$ cat src/rtl/core/prtt_pkg.sv
// ----------------------------------------------------------------------------
// prtt_pkg
// Operation and status codes, controller command and datapath status types
// for the pending request timeout table.
// ----------------------------------------------------------------------------
package prtt_pkg;

	localparam logic [1:0] OP_INSERT  = 2'd0;
	localparam logic [1:0] OP_REMOVE  = 2'd1;
	localparam logic [1:0] OP_TIMEOUT = 2'd2;
	localparam logic [1:0] OP_PURGE   = 2'd3;

	localparam logic [3:0] ST_INSERTED     = 4'd0;
	localparam logic [3:0] ST_DUPLICATE    = 4'd1;
	localparam logic [3:0] ST_FULL         = 4'd2;
	localparam logic [3:0] ST_REMOVED      = 4'd3;
	localparam logic [3:0] ST_NOT_FOUND    = 4'd4;
	localparam logic [3:0] ST_EXPIRED      = 4'd5;
	localparam logic [3:0] ST_NONE_EXPIRED = 4'd6;
	localparam logic [3:0] ST_PURGED       = 4'd7;
	localparam logic [3:0] ST_NONE_PURGED  = 4'd8;

	typedef struct packed {
		logic cap;
		logic scan;
		logic ins_fin;
		logic rem_fin;
		logic rd_oldest;
		logic to_none;
		logic to_pop;
		logic pg_start;
		logic pg_rd;
		logic pg_step;
		logic pg_fin;
	} prtt_cmd_t;

	typedef struct packed {
		logic scan_busy;
		logic out_free;
		logic to_expired;
		logic rd_conn_nz;
		logic pg_empty;
		logic pg_hit;
		logic held_v;
		logic pg_end;
	} prtt_stat_t;

endpackage

$ cat src/rtl/core/prtt_ctrl.sv
// ----------------------------------------------------------------------------
// prtt_ctrl
// Sequencer: id scan, timeout pop loop and purge walk.
// ----------------------------------------------------------------------------
module prtt_ctrl
	import prtt_pkg::*;
(
	input  logic       clk,
	input  logic       arst_n,
	input  logic       in_valid,
	input  logic [1:0] operation,
	output logic       in_stall,
	input  prtt_stat_t st,
	output prtt_cmd_t  cmd
);

	typedef enum logic [8:0] {
		S_IDLE     = 9'b000000001,
		S_SCAN     = 9'b000000010,
		S_DECIDE   = 9'b000000100,
		S_TO_RD    = 9'b000001000,
		S_TO_EVAL  = 9'b000010000,
		S_PG_START = 9'b000100000,
		S_PG_RD    = 9'b001000000,
		S_PG_EVAL  = 9'b010000000,
		S_PG_FIN   = 9'b100000000
	} state_t;

	state_t     state_q, state_d;
	logic [1:0] op_q;

	assign in_stall = (state_q != S_IDLE);

	always_comb begin
		state_d = state_q;
		cmd     = '0;
		unique case (state_q)
			S_IDLE: begin
				if (in_valid) begin
					cmd.cap = 1'b1;
					unique case (operation)
						OP_INSERT, OP_REMOVE: state_d = S_SCAN;
						OP_TIMEOUT:           state_d = S_TO_RD;
						default:              state_d = S_PG_START;
					endcase
				end
			end
			S_SCAN: begin
				cmd.scan = 1'b1;
				if (!st.scan_busy) state_d = S_DECIDE;
			end
			S_DECIDE: begin
				if (st.out_free) begin
					if (op_q == OP_INSERT) cmd.ins_fin = 1'b1;
					else                   cmd.rem_fin = 1'b1;
					state_d = S_IDLE;
				end
			end
			S_TO_RD: begin
				cmd.rd_oldest = 1'b1;
				state_d       = S_TO_EVAL;
			end
			S_TO_EVAL: begin
				cmd.rd_oldest = 1'b1;
				if (!st.to_expired) begin
					if (st.out_free) begin
						cmd.to_none = 1'b1;
						state_d     = S_IDLE;
					end
				end else if (st.rd_conn_nz) begin
					if (st.out_free) begin
						cmd.to_pop = 1'b1;
						state_d    = S_IDLE;
					end
				end else begin
					cmd.to_pop = 1'b1;
					state_d    = S_TO_RD;
				end
			end
			S_PG_START: begin
				if (st.pg_empty) begin
					state_d = S_PG_FIN;
				end else begin
					cmd.pg_start = 1'b1;
					state_d      = S_PG_RD;
				end
			end
			S_PG_RD: begin
				cmd.pg_rd = 1'b1;
				state_d   = S_PG_EVAL;
			end
			S_PG_EVAL: begin
				if (!(st.pg_hit && st.held_v && !st.out_free)) begin
					cmd.pg_step = 1'b1;
					state_d     = st.pg_end ? S_PG_FIN : S_PG_RD;
				end
			end
			S_PG_FIN: begin
				if (st.out_free) begin
					cmd.pg_fin = 1'b1;
					state_d    = S_IDLE;
				end
			end
			default: state_d = S_IDLE;
		endcase
	end

	always_ff @(posedge clk or negedge arst_n) begin
		if (!arst_n) begin
			state_q <= S_IDLE;
			op_q    <= OP_INSERT;
		end else begin
			state_q <= state_d;
			if (cmd.cap) op_q <= operation;
		end
	end

endmodule

$ cat src/rtl/core/prtt_dp.sv
// ----------------------------------------------------------------------------
// prtt_dp
// Entry memories, list pointers, scan and walk registers, result register.
// ----------------------------------------------------------------------------
module prtt_dp
	import prtt_pkg::*;
#(
	parameter int CAPACITY = 32
) (
	input  logic        clk,
	input  logic        arst_n,
	input  prtt_cmd_t   cmd,
	output prtt_stat_t  st,
	input  logic [31:0] request_id,
	input  logic [7:0]  connection_tag,
	input  logic [15:0] dispatch_tag,
	input  logic [31:0] expire_time,
	input  logic [31:0] current_time,
	output logic        out_valid,
	input  logic        out_stall,
	output logic [3:0]  status,
	output logic [31:0] out_request_id,
	output logic [7:0]  out_connection,
	output logic [15:0] out_dispatch,
	output logic [31:0] next_expire,
	output logic        next_valid,
	output logic        last_result
);

	localparam int IW = (CAPACITY > 1) ? $clog2(CAPACITY) : 1;
	localparam int OW = $clog2(CAPACITY + 1);
	localparam logic [OW-1:0] CAP_W = OW'(CAPACITY);

	logic [31:0] ident_mem [CAPACITY];
	logic [7:0]  conn_mem  [CAPACITY];
	logic [15:0] tag_mem   [CAPACITY];
	logic [31:0] dl_mem    [CAPACITY];
	logic [IW-1:0] older_mem [CAPACITY];
	logic [IW-1:0] newer_mem [CAPACITY];

	logic [CAPACITY-1:0] used_q;
	logic [IW-1:0] oldest_q, newest_q;
	logic [OW-1:0] occ_q;

	logic [31:0] id_q, exp_q, now_q;
	logic [7:0]  conn_q;
	logic [15:0] disp_q;

	logic [31:0]   rd_ident_q, rd_dl_q;
	logic [7:0]    rd_conn_q;
	logic [15:0]   rd_tag_q;
	logic [IW-1:0] rd_older_q, rd_newer_q, rd_slot_q, rd_addr;

	logic [OW-1:0] cnt_q;
	logic          scan_v_s1;
	logic          m_found_q, free_found_q;
	logic [IW-1:0] m_slot_q, m_older_q, m_newer_q, free_slot_q;
	logic [15:0]   m_tag_q;

	logic [IW-1:0] walk_q;
	logic [OW-1:0] pn_q;
	logic          held_v_q;
	logic [31:0]   held_id_q;
	logic [7:0]    held_conn_q;
	logic [15:0]   held_tag_q;

	logic          scan_issue, unl, mid, ins_ok, pg_hit;
	logic [IW-1:0] us, uo, un, oldest_d, newest_d;

	logic          older_we, newer_we, conn_we;
	logic [IW-1:0] older_wa, older_wd, newer_wa, newer_wd, conn_wa;
	logic [7:0]    conn_wd;

	logic          push, p_nv, p_last;
	logic [3:0]    p_status;
	logic [31:0]   p_id, p_next;
	logic [7:0]    p_conn;
	logic [15:0]   p_disp;

	assign scan_issue = cmd.scan && (cnt_q < CAP_W);
	assign pg_hit     = (rd_conn_q == conn_q);

	always_comb begin
		if (scan_issue)         rd_addr = cnt_q[IW-1:0];
		else if (cmd.rd_oldest) rd_addr = oldest_q;
		else                    rd_addr = walk_q;
	end

	assign st.scan_busy  = (cnt_q < CAP_W) || scan_v_s1;
	assign st.out_free   = !out_valid || !out_stall;
	assign st.to_expired = (occ_q != '0) && !(rd_dl_q > now_q);
	assign st.rd_conn_nz = (rd_conn_q != 8'd0);
	assign st.pg_empty   = (conn_q == 8'd0) || (occ_q == '0);
	assign st.pg_hit     = pg_hit;
	assign st.held_v     = held_v_q;
	assign st.pg_end     = ((pn_q + OW'(1)) == occ_q);

	assign ins_ok = cmd.ins_fin && !m_found_q && free_found_q && (occ_q < CAP_W);
	assign unl    = (cmd.rem_fin && m_found_q) || cmd.to_pop;

	always_comb begin
		us       = cmd.to_pop ? rd_slot_q  : m_slot_q;
		uo       = cmd.to_pop ? rd_older_q : m_older_q;
		un       = cmd.to_pop ? rd_newer_q : m_newer_q;
		oldest_d = oldest_q;
		newest_d = newest_q;
		mid      = 1'b0;
		if (occ_q <= OW'(1)) begin
			oldest_d = '0;
			newest_d = '0;
		end else if (us == newest_q) begin
			newest_d = uo;
		end else if (us == oldest_q) begin
			oldest_d = un;
		end else begin
			mid = 1'b1;
		end
	end

	always_comb begin
		older_we = (ins_ok && occ_q != '0) || (unl && mid);
		older_wa = ins_ok ? free_slot_q : un;
		older_wd = ins_ok ? newest_q    : uo;
		newer_we = older_we;
		newer_wa = ins_ok ? newest_q    : uo;
		newer_wd = ins_ok ? free_slot_q : un;
		conn_we  = ins_ok || (cmd.pg_step && pg_hit);
		conn_wa  = ins_ok ? free_slot_q : walk_q;
		conn_wd  = ins_ok ? conn_q : 8'd0;
	end

	always_ff @(posedge clk) begin
		if (ins_ok) begin
			ident_mem[free_slot_q] <= id_q;
			tag_mem[free_slot_q]   <= disp_q;
			dl_mem[free_slot_q]    <= exp_q;
		end
		if (conn_we)  conn_mem[conn_wa]   <= conn_wd;
		if (older_we) older_mem[older_wa] <= older_wd;
		if (newer_we) newer_mem[newer_wa] <= newer_wd;
		rd_ident_q <= ident_mem[rd_addr];
		rd_conn_q  <= conn_mem[rd_addr];
		rd_tag_q   <= tag_mem[rd_addr];
		rd_dl_q    <= dl_mem[rd_addr];
		rd_older_q <= older_mem[rd_addr];
		rd_newer_q <= newer_mem[rd_addr];
		rd_slot_q  <= rd_addr;
	end

	always_ff @(posedge clk) begin
		if (cmd.cap) begin
			id_q   <= request_id;
			conn_q <= connection_tag;
			disp_q <= dispatch_tag;
			exp_q  <= expire_time;
			now_q  <= current_time;
		end
		if (scan_v_s1 && used_q[rd_slot_q] && rd_ident_q == id_q && !m_found_q) begin
			m_slot_q  <= rd_slot_q;
			m_tag_q   <= rd_tag_q;
			m_older_q <= rd_older_q;
			m_newer_q <= rd_newer_q;
		end
		if (scan_v_s1 && !used_q[rd_slot_q] && !free_found_q) free_slot_q <= rd_slot_q;
		if (cmd.pg_start) begin
			walk_q <= newest_q;
			pn_q   <= '0;
		end else if (cmd.pg_step) begin
			walk_q <= rd_older_q;
			pn_q   <= pn_q + OW'(1);
		end
		if (cmd.pg_step && pg_hit) begin
			held_id_q   <= rd_ident_q;
			held_conn_q <= rd_conn_q;
			held_tag_q  <= rd_tag_q;
		end
	end

	always_ff @(posedge clk or negedge arst_n) begin
		if (!arst_n) begin
			cnt_q        <= CAP_W;
			scan_v_s1    <= 1'b0;
			m_found_q    <= 1'b0;
			free_found_q <= 1'b0;
			held_v_q     <= 1'b0;
			used_q       <= '0;
			oldest_q     <= '0;
			newest_q     <= '0;
			occ_q        <= '0;
		end else begin
			scan_v_s1 <= scan_issue;
			if (cmd.cap) begin
				cnt_q        <= '0;
				m_found_q    <= 1'b0;
				free_found_q <= 1'b0;
			end else begin
				if (scan_issue) cnt_q <= cnt_q + OW'(1);
				if (scan_v_s1 && used_q[rd_slot_q] && rd_ident_q == id_q) m_found_q <= 1'b1;
				if (scan_v_s1 && !used_q[rd_slot_q]) free_found_q <= 1'b1;
			end
			if (cmd.pg_start || cmd.pg_fin) held_v_q <= 1'b0;
			else if (cmd.pg_step && pg_hit) held_v_q <= 1'b1;
			if (ins_ok) begin
				used_q[free_slot_q] <= 1'b1;
				if (occ_q == '0) oldest_q <= free_slot_q;
				newest_q <= free_slot_q;
				occ_q    <= occ_q + OW'(1);
			end else if (unl) begin
				used_q[us] <= 1'b0;
				oldest_q   <= oldest_d;
				newest_q   <= newest_d;
				if (occ_q != '0) occ_q <= occ_q - OW'(1);
			end
		end
	end

	always_comb begin
		push     = 1'b0;
		p_status = ST_INSERTED;
		p_id     = '0;
		p_conn   = '0;
		p_disp   = '0;
		p_next   = '0;
		p_nv     = 1'b0;
		p_last   = 1'b1;
		if (cmd.ins_fin) begin
			push = 1'b1;
			if (m_found_q)    p_status = ST_DUPLICATE;
			else if (!ins_ok) p_status = ST_FULL;
		end else if (cmd.rem_fin) begin
			push = 1'b1;
			if (m_found_q) begin
				p_status = ST_REMOVED;
				p_id     = id_q;
				p_disp   = m_tag_q;
			end else begin
				p_status = ST_NOT_FOUND;
			end
		end else if (cmd.to_none) begin
			push     = 1'b1;
			p_status = ST_NONE_EXPIRED;
			p_nv     = (occ_q != '0);
			p_next   = p_nv ? rd_dl_q : 32'd0;
		end else if (cmd.to_pop && rd_conn_q != 8'd0) begin
			push     = 1'b1;
			p_status = ST_EXPIRED;
			p_id     = rd_ident_q;
			p_conn   = rd_conn_q;
			p_disp   = rd_tag_q;
		end else if ((cmd.pg_step && pg_hit && held_v_q) || (cmd.pg_fin && held_v_q)) begin
			push     = 1'b1;
			p_status = ST_PURGED;
			p_id     = held_id_q;
			p_conn   = held_conn_q;
			p_disp   = held_tag_q;
			p_last   = cmd.pg_fin;
		end else if (cmd.pg_fin) begin
			push     = 1'b1;
			p_status = ST_NONE_PURGED;
		end
	end

	always_ff @(posedge clk or negedge arst_n) begin
		if (!arst_n) begin
			out_valid <= 1'b0;
		end else if (push) begin
			out_valid <= 1'b1;
		end else if (!out_stall) begin
			out_valid <= 1'b0;
		end
	end

	always_ff @(posedge clk) begin
		if (push) begin
			status         <= p_status;
			out_request_id <= p_id;
			out_connection <= p_conn;
			out_dispatch   <= p_disp;
			next_expire    <= p_next;
			next_valid     <= p_nv;
			last_result    <= p_last;
		end
	end

endmodule

$ cat src/rtl/core/pending_request_timeout_table_core.sv
// ----------------------------------------------------------------------------
// pending_request_timeout_table_core
// Outstanding request table in insertion order with id lookup, timeout pop
// and purge by connection.
//
// channel   signals                                 direction
// request   in_valid/in_stall + six request fields  in
// result    out_valid/out_stall + seven fields      out
//
// Insert and remove scan every slot.
// Timeout check silently pops expired purged entries, then reports; purge
// walks every entry.
// Entry memories have a registered read port; each list hop waits for it.
// Reset clears valid bits and list pointers only; no clearing pass.
// A result holds while out_stall is high; the walk waits when it must emit.
// ----------------------------------------------------------------------------
module pending_request_timeout_table_core
	import prtt_pkg::*;
#(
	parameter int CAPACITY = 32
) (
	input  logic        clk,
	input  logic        arst_n,
	input  logic        in_valid,
	output logic        in_stall,
	input  logic [1:0]  operation,
	input  logic [31:0] request_id,
	input  logic [7:0]  connection_tag,
	input  logic [15:0] dispatch_tag,
	input  logic [31:0] expire_time,
	input  logic [31:0] current_time,
	output logic        out_valid,
	input  logic        out_stall,
	output logic [3:0]  status,
	output logic [31:0] out_request_id,
	output logic [7:0]  out_connection,
	output logic [15:0] out_dispatch,
	output logic [31:0] next_expire,
	output logic        next_valid,
	output logic        last_result
);

	prtt_cmd_t  cmd;
	prtt_stat_t st;

	prtt_ctrl u_ctrl (
		.clk       (clk),
		.arst_n    (arst_n),
		.in_valid  (in_valid),
		.operation (operation),
		.in_stall  (in_stall),
		.st        (st),
		.cmd       (cmd)
	);

	prtt_dp #(
		.CAPACITY (CAPACITY)
	) u_dp (
		.clk            (clk),
		.arst_n         (arst_n),
		.cmd            (cmd),
		.st             (st),
		.request_id     (request_id),
		.connection_tag (connection_tag),
		.dispatch_tag   (dispatch_tag),
		.expire_time    (expire_time),
		.current_time   (current_time),
		.out_valid      (out_valid),
		.out_stall      (out_stall),
		.status         (status),
		.out_request_id (out_request_id),
		.out_connection (out_connection),
		.out_dispatch   (out_dispatch),
		.next_expire    (next_expire),
		.next_valid     (next_valid),
		.last_result    (last_result)
	);

	a_busy_after_accept: assert property (@(posedge clk) disable iff (!arst_n)
		in_valid && !in_stall |=> in_stall)
		else $error("accepted request without going busy");

	a_no_held_when_idle: assert property (@(posedge clk) disable iff (!arst_n)
		!in_stall |-> !st.held_v)
		else $error("purge result left behind");

	a_finish_needs_room: assert property (@(posedge clk) disable iff (!arst_n)
		(cmd.pg_fin || cmd.ins_fin || cmd.rem_fin || cmd.to_none) |-> st.out_free)
		else $error("result pushed over a waiting one");

endmodule
$ cat config.mk
export PLATFORM = sky130hd
export DESIGN_NAME = pending_request_timeout_table_core
export DESIGN_NICKNAME = d
export VERILOG_FILES = /design/src/rtl/core/prtt_pkg.sv /design/src/rtl/core/prtt_ctrl.sv /design/src/rtl/core/prtt_dp.sv /design/src/rtl/core/pending_request_timeout_table_core.sv
export SDC_FILE = /design/constraint.sdc
export NUM_CORES = 2
export LEC_CHECK = 0
export BUFFER_PORTS_ARGS = -buffer_cell sky130_fd_sc_hd__buf_2
export CAP_MARGIN = 5
export CORE_UTILIZATION = 60
export CTS_BUF_LIST = sky130_fd_sc_hd__clkbuf_8
export DETAILED_ROUTE_END_ITERATION = 8
export PLACE_DENSITY = 0.77
export SETUP_SLACK_MARGIN = 0.15
export SYNTH_ARGS = -nofsm -noshare
export SYNTH_HDL_FRONTEND = slang
export SYNTH_HIERARCHICAL = 1
export SYNTH_SLANG_ARGS = --single-unit
$ cat constraint.sdc
create_clock -name clk -period 14.1 [get_ports clk]
set_clock_uncertainty 0.2 [all_clocks]
set_input_delay 0.705 -clock clk [delete_from_list [all_inputs] [get_ports clk]]
set_output_delay 0.705 -clock clk [all_outputs]
set_load 0.005 [all_outputs]
* Yosys cells after proc, flatten, opt, wreduce, memory -nomap -nowiden
Memories as Yosys holds them, arrays and structs flattened. A register that Yosys moved wholly into a read port is not among the register bits.
Cells that the tools add are included.
** Operators by class
- Add/subtract/negate cells :: 4
- $lt $le $gt $ge :: 9
- Equality and inequality tests :: 23
- Mux-type cells :: 106
- Bitwise gates (word level) :: 6
- Reduce and logical (&&, ||, !) cells :: 62
** Operators by type and width (number)
- $mux 32 :: 7
- $mux 5 :: 20
- $mux 16 :: 5
- $mux 9 :: 8
- $pmux 9 s8 :: 1
- $mux 1 :: 41
- $and 32x32->32 :: 1
- $eq 32x32->1 :: 1
- $gt 32x32->1 :: 1
- $not 32->32 :: 1
- $or 32x32->32 :: 1
- $mux 6 :: 5
- $mux 4 :: 7
- $mux 8 :: 3
- $logic_and 1x1->1 :: 21
- $add 6x1->6 const B :: 3
- $lt 5x6->1 const B :: 3
- $reduce_bool 2->1 :: 7
- $lt 6x6->1 const B :: 2
- $pmux 6 s2 :: 1
- $demux 1 s5 :: 2
- $eq 5x5->1 :: 2
- $ge 5x1->1 const B :: 2
- $eq 9x1->1 const B :: 1
- 37 further kinds :: 64
** Word-level totals
- Bits in registers :: 392
- Bits in writable memories :: 3136
- Bits of input ports :: 126
- Memories :: 6
** Memory list
- u_dp.dl_mem :: depth 32, width 32, read ports 1, clocked after Yosys merged registers in 1, write ports 1, RTL line prtt_dp.sv:37 : logic [31:0] dl_mem [CAPACITY];
- u_dp.ident_mem :: depth 32, width 32, read ports 1, clocked after Yosys merged registers in 1, write ports 1, RTL line prtt_dp.sv:34 : logic [31:0] ident_mem [CAPACITY];
- u_dp.tag_mem :: depth 32, width 16, read ports 1, clocked after Yosys merged registers in 1, write ports 1, RTL line prtt_dp.sv:36 : logic [15:0] tag_mem [CAPACITY];
- u_dp.conn_mem :: depth 32, width 8, read ports 1, clocked after Yosys merged registers in 1, write ports 1, RTL line prtt_dp.sv:35 : logic [7:0] conn_mem [CAPACITY];
- u_dp.newer_mem :: depth 32, width 5, read ports 1, clocked after Yosys merged registers in 1, write ports 1, RTL line prtt_dp.sv:39 : logic [IW-1:0] newer_mem [CAPACITY];
- u_dp.older_mem :: depth 32, width 5, read ports 1, clocked after Yosys merged registers in 1, write ports 1, RTL line prtt_dp.sv:38 : logic [IW-1:0] older_mem [CAPACITY];

* Depth between registers and ports, before layout
- Word-level depth :: 15
- Depth in mapped cells :: 20
- Depth with buffers taken out :: 18

* Modules after synthesis
The synthesis kept the hierarchy.
** Modules (own cells, without submodules)
- prtt_dp :: instances 1, cells an instance 9975, area an instance 140447.2 sq um, seq. area each 107169.0 sq um
- prtt_ctrl :: instances 1, cells an instance 110, area an instance 872.1 sq um, seq. area each 276.5 sq um

* Worst setup path before layout
OpenSTA, ideal clock, no wires.
- Path kind :: register to register
- From :: register u_ctrl.state_q[8]
- To :: register u_dp.last_result (enable)
- Library setup time :: 457 ps
- Data arrival time :: 10562 ps
- Slack :: 2881 ps
- Cell stages (with the launch flop) :: 11
- Path buffers :: 1
- Cells stage by stage :: dfrtp_1 > nor3_2 > nand3_1 > nor2b_1 > nor2b_1 > buf_2 > inv_1 > nor4_1 > o21ai_0 > nand2_1 > or3_1
** RTL lines
- from (decl) :: RTL line prtt_ctrl.sv:29 : state_t state_q, state_d;
- from (signal assigned) :: RTL line prtt_ctrl.sv:113 : state_q <= state_d;
- to (signal assigned) :: RTL line prtt_dp.sv:281 : last_result <= p_last;
- to (decl) :: RTL line prtt_dp.sv:27 : output logic last_result

==> run metrics <==
run status finished with violations; failing checks DRC; CP endpoint kind flip-flop; worst-margin pin slew 1.44 ns; post-CTS sizing 0; cells on worst reg2reg path 13; Mapped Area 141000 sq um; power per cell area 169 nW/um^2; data required time of the worst path 14.86 ns; hold path startpoint dispatch_tag[11]; width of the die 487 microns; I/O Pins 222; Clock Latency Late Sink 1.14 ns; Worst Path Max Fanout 81; TritonCTS clock tree done; worst hold slack 0.0930 ns; Worst Path Buf+Inv 4; WL per Instance 28.5 microns; Syn Inst Count 10100; Worst Path Arrival 8.74 ns; sequential power share 0.500; final hold violation count 0; Final Slew Violations 0; maximum VDD drop 0.226 mV; WHS Endpoint u_dp/disp_q[11]; post-CTS setup buffers 0; H-tree depth 6; FF-to-FF Start u_ctrl/state_q[2]; final wirelength 403 mm; most frequent cells in the layout 3447 x edfxtp_1, 2453 x nand2_1, 1453 x nand3_1, 627 x clkbuf_8, 361 x mux2i_1; CTS clk-pin slew, worst paths 0.06 ns; unrepaired setup endpoints after global routing no; number of global-route vias before repair 89000; residual DRC count 1; Slew headroom 0.0396; nets 10700; fraction of final layout cells sized beyond drive strength 1 0.113; critical path's slowest cell mux2i_4; root buffer selected by CTS clkbuf_8; combinational power share 0.186; most frequent CP cell buf_4; Syn Area/Cell 14.0 sq um; Crit Path Class flip-flop to flip-flop; num rows 177; f_max 125 MHz; setup violators final 0; area grow syn2layout 11.4%; antenna violations before repair 7; max cap viols 0; Clock power frac 0.313; largest net degree at the start of global routing 217; Setup TNS Final 0 ns; fin crit share 0.566; P_int 18.4 mW; Initial Utilization 0.605; cts hold-fix bufs 128; CP max stage delay 0.94 ns; routed vias 92100; reg2reg setup slack 6.12 ns; Hold/Removal Path Class primary input to flip-flop; detailed placement HPWL 197 mm; R2R Path End u_dp/rd_dl_q[3]; Longest Clk Path Bufs 4; All-Layer GR Usage 0.337; first-pass GRT wire length 580 mm; CP top delay family buffers and inverters; Hold Path Depth 2; CTS Buf Count 578; post-synth net total 10200; Startpoint Class flip-flop; Die ar. 237000 sq um; switching part of the total power 0.310; Via density 6.52; leakage power 55.3 nW; total grt overflow 0; Psw 8.24 mW; most common cell after layout, fill and taps aside edfxtp_1; Syn. warnings 6; Die Span Y 487 microns; DR pass1 iterations 9; Sinks on Clock Net 3626; final core occ 0.674; drt initial violations 15000; GPL Wtd Cong 0.865; core box area 233000 sq um; antenna-violating nets left 0; CP Cell Sequence nor3_2 -> nand3_1 -> a21oi_1 -> mux2_4 -> mux2i_4 -> buf_4 -> buf_4 -> buf_4 -> buf_4 -> and3_1 -> a311oi_1 -> nor4_1 -> o31ai_1; PortBufs 221; min Tclk post-route 7.98 ns
## flip-flops by register name, indices dropped and copies added (netlist names), 160 cells and up
| register | cells |
|---|---|
| u_dp/older_mem | 160 |
| u_dp/conn_mem | 256 |
| u_dp/tag_mem | 512 |
| u_dp/ident_mem | 1024 |
| u_dp/dl_mem | 1024 |
| u_dp/newer_mem | 160 |
## per-layer routing
metal	global-route usage	share of wire
met1	0.461	0.35
met3	0.0797	0.14
met2	0.512	0.45
met5	0	0
met4	0.166	0.053
## worst max path at each step
stage | from | end | slack [ns] | cells past startpoint
final | u_ctrl/state_q[2] | u_dp/rd_dl_q[3] | 6.12 | 13
after global routing | u_ctrl/state_q[2] | u_dp/rd_dl_q[3] | 5.89 | 13
after detailed placement | u_ctrl/state_q[2] | u_dp/rd_dl_q[3] | 6.40 | 13
after global placement | u_ctrl/state_q[2] | u_dp/rd_dl_q[29] | 6.47 | 13
after CTS | u_ctrl/state_q[2] | u_dp/rd_dl_q[3] | 6.37 | 13
after floorplan | u_ctrl/state_q[8] | u_dp/last_result | 2.90 | 10
## metrics by stage
stage / total power [mW] / cell area [sq um] / std cells / setup slack (ns)
floorplan: 16.4 / 141000 / 10100 / 2.90
global placement: 18.1 / 146000 / 13000 / 6.47
detailed placement: 18.3 / 146000 / 13000 / 6.40
CTS: 26.5 / 157000 / 14100 / 6.37
global route: 27.5 / 157000 / 14100 / 5.89
finish: 26.6 / 157000 / 14100 / 6.12
## worst reg2reg max path, cell delays in order, from the launching register on
cell and delay [ns]:
dfrtp_1 0.46, nor3_2 0.34, nand3_1 0.26, a21oi_1 0.76
mux2_4 0.38, mux2i_4 0.94, buf_4 0.97, buf_4 0.93
buf_4 0.75, buf_4 0.94, and3_1 0.31, a311oi_1 0.06
nor4_1 0.45, o31ai_1 0.10
## power by group through the flow
stage	sequential, mW	clock, mW	combinational (mW)
finish	13.3	8.34	4.96
global route	13.3	8.86	5.25
CTS	13.3	8.39	4.83
detailed placement	13.5	0	4.77
global placement	13.5	0	4.65
floorplan	13.2	0	3.17
## final cells by class
class	count	area, sq um
diodes	8	20.0
clock buffers	627	8630
clock inverters	387	1980
fillers	15500	76000
inverters	105	429
multi-input cells	5728	31200
flip-flops and latches	3626	107000
well taps	3132	3920
repair buffers	518	3860
Power figures use the tool's default switching activity.
